==> config.mk <==
export PLATFORM = sky130hd
export DESIGN_NAME = dtlpm_ctrl
export DESIGN_NICKNAME = d
export VERILOG_FILES = /design/src/rtl/dtlpm_pkg.sv /design/src/rtl/dtlpm_ctrl.sv
export SDC_FILE = /design/constraint.sdc
export NUM_CORES = 1
export LEC_CHECK = 0
export BUFFER_PORTS_ARGS = -buffer_cell sky130_fd_sc_hd__buf_2
export CORE_AREA = 2 2 67 76
export DETAILED_ROUTE_END_ITERATION = 10
export DIE_AREA = 0 0 69 78
export PLACE_DENSITY_LB_ADDON = 0.12
export SLEW_MARGIN = 20
export SYNTH_ARGS = -nofsm -noshare
export SYNTH_HDL_FRONTEND = slang
export SYNTH_SLANG_ARGS = --single-unit
==> constraint.sdc <==
create_clock -name clk -period 3.9 [get_ports clk]
set_input_delay 0.585 -clock clk [delete_from_list [all_inputs] [get_ports clk]]
set_output_delay 0.585 -clock clk [all_outputs]
set_load 0.02 [all_outputs]
==> src/rtl/dtlpm_pkg.sv <==
`default_nettype none
package dtlpm_pkg;

  localparam logic [1:0] CMD_INSERT = 2'd0;
  localparam logic [1:0] CMD_LOOKUP = 2'd1;
  localparam logic [1:0] CMD_REMOVE = 2'd2;

  localparam logic [2:0] ST_OK        = 3'd0;
  localparam logic [2:0] ST_NOT_FOUND = 3'd1;
  localparam logic [2:0] ST_BAD_SYM   = 3'd2;
  localparam logic [2:0] ST_POOL_FULL = 3'd3;
  localparam logic [2:0] ST_TOO_LONG  = 3'd4;

  localparam logic [7:0] DIGIT_BASE = 8'd48;
  localparam int KEY_W   = 6;
  localparam int DIGIT_W = 4;
  localparam int STEP_W  = 7;
  localparam logic [KEY_W-1:0] LOOKUP_LIMIT = 6'd63;

  typedef struct packed {
    logic       clear_step;
    logic       load_item;
    logic       take_child;
    logic       alloc;
    logic       set_err;
    logic [2:0] err_code;
    logic       mark_best;
    logic       set_hasv;
    logic       write_val;
    logic       inc_step;
    logic       walk_step;
    logic       walk_dec;
    logic       goto_best;
    logic       clear_hasv;
    logic       cursor_root;
    logic       capture_val;
    logic       result;
  } dtlpm_cmd_t;

  typedef struct packed {
    logic clear_last;
    logic is_insert;
    logic is_remove;
    logic key_err;
    logic good;
    logic len_full;
    logic len_limit;
    logic child_zero;
    logic free_empty;
    logic free_zero;
    logic hasv;
    logic best_zero;
    logic cursor_root;
    logic step_over;
    logic last;
    logic out_free;
  } dtlpm_sts_t;

endpackage
`default_nettype wire

==> src/rtl/dtlpm_ctrl.sv <==
`default_nettype none
module dtlpm_ctrl (
  input  wire logic                 clk,
  input  wire logic                 rst,
  input  wire logic                 in_valid,
  output logic                      in_ready,
  input  wire dtlpm_pkg::dtlpm_sts_t sts,
  output dtlpm_pkg::dtlpm_cmd_t     cmd
);

  typedef enum logic [16:0] {
    S_CLEAR     = 17'b00000000000000001,
    S_IDLE      = 17'b00000000000000010,
    S_DIGIT     = 17'b00000000000000100,
    S_CHILD     = 17'b00000000000001000,
    S_HV_WAIT   = 17'b00000000000010000,
    S_HV_USE    = 17'b00000000000100000,
    S_LAST      = 17'b00000000001000000,
    S_INS_HV    = 17'b00000000010000000,
    S_INC       = 17'b00000000100000000,
    S_INC_WAIT  = 17'b00000001000000000,
    S_VAL_WAIT  = 17'b00000010000000000,
    S_VAL_USE   = 17'b00000100000000000,
    S_DEC       = 17'b00001000000000000,
    S_DEC_WAIT  = 17'b00010000000000000,
    S_FAIL      = 17'b00100000000000000,
    S_FAIL_WAIT = 17'b01000000000000000,
    S_RESP      = 17'b10000000000000000
  } state_t;

  state_t state, state_next;

  always_ff @(posedge clk) begin
    if (rst) state <= S_CLEAR;
    else     state <= state_next;
  end

  assign in_ready = (state == S_IDLE);

  always_comb begin
    state_next = state;
    cmd        = '0;
    unique case (state)
      S_CLEAR: begin
        cmd.clear_step = 1'b1;
        if (sts.clear_last) state_next = S_IDLE;
      end
      S_IDLE: begin
        if (in_valid) begin
          cmd.load_item = 1'b1;
          state_next    = S_DIGIT;
        end
      end
      S_DIGIT: begin
        if (sts.key_err) state_next = S_LAST;
        else if (sts.is_insert) begin
          if (!sts.good) begin
            cmd.set_err = 1'b1; cmd.err_code = dtlpm_pkg::ST_BAD_SYM; state_next = S_FAIL;
          end else if (sts.len_full) begin
            cmd.set_err = 1'b1; cmd.err_code = dtlpm_pkg::ST_TOO_LONG; state_next = S_FAIL;
          end else state_next = S_CHILD;
        end else if (!sts.good || sts.len_limit) begin
          cmd.set_err = 1'b1; cmd.err_code = dtlpm_pkg::ST_NOT_FOUND; state_next = S_LAST;
        end else state_next = S_CHILD;
      end
      S_CHILD: begin
        if (sts.is_insert) begin
          if (!sts.child_zero) begin
            cmd.take_child = 1'b1; state_next = S_LAST;
          end else if (sts.free_empty) begin
            cmd.set_err = 1'b1; cmd.err_code = dtlpm_pkg::ST_POOL_FULL; state_next = S_FAIL;
          end else begin
            cmd.alloc = 1'b1;
            if (sts.free_zero) begin
              cmd.set_err = 1'b1; cmd.err_code = dtlpm_pkg::ST_POOL_FULL; state_next = S_FAIL;
            end else state_next = S_LAST;
          end
        end else if (sts.child_zero) begin
          cmd.set_err = 1'b1; cmd.err_code = dtlpm_pkg::ST_NOT_FOUND; state_next = S_LAST;
        end else begin
          cmd.take_child = 1'b1; state_next = S_HV_WAIT;
        end
      end
      S_HV_WAIT: state_next = S_HV_USE;
      S_HV_USE: begin
        cmd.mark_best = sts.hasv;
        state_next    = S_LAST;
      end
      S_LAST: begin
        if (!sts.last) state_next = S_IDLE;
        else if (sts.is_insert) state_next = sts.key_err ? S_RESP : S_INS_HV;
        else if (sts.best_zero) state_next = S_RESP;
        else begin
          cmd.goto_best = 1'b1; state_next = S_VAL_WAIT;
        end
      end
      S_INS_HV: begin
        cmd.write_val = 1'b1;
        if (sts.hasv) state_next = S_RESP;
        else begin
          cmd.set_hasv = 1'b1; state_next = S_INC;
        end
      end
      S_INC: begin
        if (sts.step_over) state_next = S_RESP;
        else begin
          cmd.inc_step = 1'b1;
          state_next   = sts.cursor_root ? S_RESP : S_INC_WAIT;
        end
      end
      S_INC_WAIT: state_next = S_INC;
      S_VAL_WAIT: state_next = S_VAL_USE;
      S_VAL_USE: begin
        cmd.capture_val = 1'b1;
        if (sts.is_remove) begin
          cmd.clear_hasv = 1'b1; state_next = S_DEC;
        end else state_next = S_RESP;
      end
      S_DEC: begin
        if (sts.step_over) state_next = S_RESP;
        else begin
          cmd.walk_step = 1'b1;
          cmd.walk_dec  = 1'b1;
          state_next    = sts.cursor_root ? S_RESP : S_DEC_WAIT;
        end
      end
      S_DEC_WAIT: state_next = S_DEC;
      S_FAIL: begin
        // undo the nodes this insert made, then park the cursor at the root
        if (sts.step_over) begin
          cmd.cursor_root = 1'b1; state_next = S_LAST;
        end else begin
          cmd.walk_step = 1'b1;
          state_next    = sts.cursor_root ? S_LAST : S_FAIL_WAIT;
        end
      end
      S_FAIL_WAIT: state_next = S_FAIL;
      S_RESP: begin
        if (sts.out_free) begin
          cmd.result = 1'b1; state_next = S_IDLE;
        end
      end
      default: state_next = S_CLEAR;
    endcase
  end

endmodule
`default_nettype wire

==> results.cfg <==
[status]
status = finished, final reports clean

[sta]
relSlewSlack_pct = 65.3
period_needed_ns = 2.84
max_clock_freq_mhz = 352
min_period_over_period_pct = 72.7
worst_pin_slew_ns = 0.520
setup_ws_ns = 1.06
timing_hold_violations_final = 0
rsz0062_at_grt = no
setup-tns-final_ns = 0
slew_violations = 0
skew_ns = 0.00583
setup_viol = 0

[logic_synthesis]
syn_avg_cell_area_um2 = 7.66
synth-seq-cells = 17
synth-async-reset-ratio_pct = 0
postSynthCellCount = 175
synth_ff_type = dfxtp_1
synth_fp_nets = 194
yosysSeqAreaShare_pct = 25.4
netlist_area_um2 = 1340
yosys_warnings = 0
synth.distinct_cells = 46
synth_edf_count = 0

[setup_path]
crit_path_max_incr_delay_ns = 0.52
startpoint = state[8]
cp_data_required_time_ns = 3.31
crit_chain = nor4_2 > nand3_2 > nor4_1 > and2_1 > buf_2
path_max_fanout = 10
critical_path_class = register to output port
critPathLaunchType = register
timing.rr.start = state[8]
cp-end-kind = output port
worstPathArrival_ns = 2.25
slowest_stage = nor4_1

[final_layout]
drive_gt1_share_pct = 29.6
top_regs = state (17)
areaGrowthSynthToFinish_pct = 21.2
finalNetCount = 233
antenna_cells = 0
layout_common_cells = buf_2, nor2_1, nand2_1
final_util_pct = 35.7
fillers = 526
top_register = state
layout_commonest_cell = buf_2
largest_register_ffs = 17

[cts]
postCtsSetupRepairBufs = 0
cts_buffer_depth = 2
clkTransAtPathRegs_ns = 0.08
cts_root_buffer = clkbuf_8
cts_tree = built
clock_latency_ns = 0.26
cts_hold_buf = 0
cts_buffers = 3
cts-resized-gates = 0
h-tree-depth = 1
cts_sinks = 17

[global_route]
track_usage_pct = 15.1
antenna_found_initial = 0
gr-total-overflow = 0
grt_start_max_net_pins = 13
grt_pass1_vias = 1326
grt_first_pass_wirelength_um = 6580

[route]
routed_wirelength_um = 3900
drt_first_iter_violations = 87
drcViolationCount = 0
drt_pass1_iterations = 4
viasPerCell = 5.23
dr_total_vias = 1406
wl_per_cell_um = 14.5
antenna_left = 0

[min_path]
hold_class = input port to register
min_from = sts[4]

[floorplanning]
die_w_um = 69
rows = 26
initial_core_util_pct = 29.4
die_h_um = 78
core_region_area_um2 = 4550
io_pins = 39
die_area_um2 = 5380

[placement]
hpwl_um = 3130
place_ws_ns = 1.31
gp_congestion = 0.860
port-buffer-count = 38

[power]
power_leakage_nw = 0.681
irDropWorstVdd_uv = 215
pwr_density_cell_nw_per_um2 = 334

[run]
timing.max_cap.violations = 0
-- per-layer routing --
layer | GRT usage, % | wire length (µm) | share of wire (%)
met2 | 25.1 | 1860 | 48
met4 | 3.53 | 29 | 0.74
met3 | 3.38 | 174 | 4.5
met1 | 20.0 | 1840 | 47
met5 | 0 | 0 | 0
-- worst max-delay path: cells and delay by family (launching register included) --
family | cells | cell delay, ns
flip-flops | 1 | 0.35
AND/OR/NAND/NOR | 4 | 1.49
buffers and inverters | 1 | 0.16
-- cells in the mapped netlist, types with 2 or more instances --
cell type	number	area (µm²)
nor2_1	26	97.6
nand2_1	19	71.3
dfxtp_1	17	340
nor3_1	11	55.1
inv_1	7	26.3
nand3_1	7	35.0
nor4_1	7	43.8
a21oi_1	5	25.0
nand3b_1	5	37.5
a31oi_1	4	25.0
nor2b_1	4	25.0
or2_2	4	25.0
xor2_1	4	35.0
a221oi_1	3	26.3
and2_1	3	18.8
nand2b_1	3	18.8
nand4_1	3	18.8
nor3_2	3	30.0
nor4_4	3	63.8
o211ai_1	3	22.5
o22ai_1	3	18.8
or3_1	3	18.8
a211o_1	2	17.5
buf_2	2	10.0
nor4_2	2	25.0
o21ai_0	2	10.0
-- path summary, 6_finish.rpt --
check | slack, ns | to | depth (start not counted)
worst max-delay path | 1.06 | cmd[10] | 5
worst min-delay path | 0.55 | state[10] | 2
worst max register to register | 1.64 | state[13] | 5
worst min register to register | 0.55 | state[11] | 2
-- kinds of logic (layout without fill, tap and decap cells) --
family / after synthesis / after routing / share of synthesized area, %
AO/OA/AOI/OAI: 27 / 27 / 13.9
XOR/XNOR: 5 / 5 / 3.27
buffers and inverters: 11 / 49 / 3.83
flip-flops: 17 / 17 / 25.4
multiplexers: 1 / 1 / 0.747
AND/OR/NAND/NOR: 114 / 114 / 52.8
-- through the flow --
stage | instances | hold WS (ns) | power (W) | cell area (µm²)
finish | 269 | 0.550 | 0.000543 | 1620
global route | 269 | 0.565 | 0.000578 | 1620
CTS | 269 | 0.548 | 0.000545 | 1620
detailed placement | 265 | 0.549 | 0.000403 | 1580
global placement | 265 | 0.536 | 0.000407 | 1580
floorplan | 175 | 0.509 | 0.000346 | 1340
-- where the power goes --
part           internal (W)  switching, W
registers          0.000182     0.0000179
clock network     0.0000721     0.0000708
logic             0.0000703      0.000130
total              0.000324      0.000218
-- area by class of cell --
type / count / area (µm²) / area share, %
Sequential cell: 17 / 340 / 21.0
Clock buffer: 3 / 41.3 / 2.54
Clock inverter: 1 / 7.51 / 0.462
Multi-Input combinational cell: 147 / 948 / 58.4
Inverter: 7 / 26.3 / 1.62
Timing Repair Buffer: 38 / 190 / 11.7
Tap cell: 56 / 70.1 / 4.31
No activity file was read; power rests on OpenSTA's default activity.
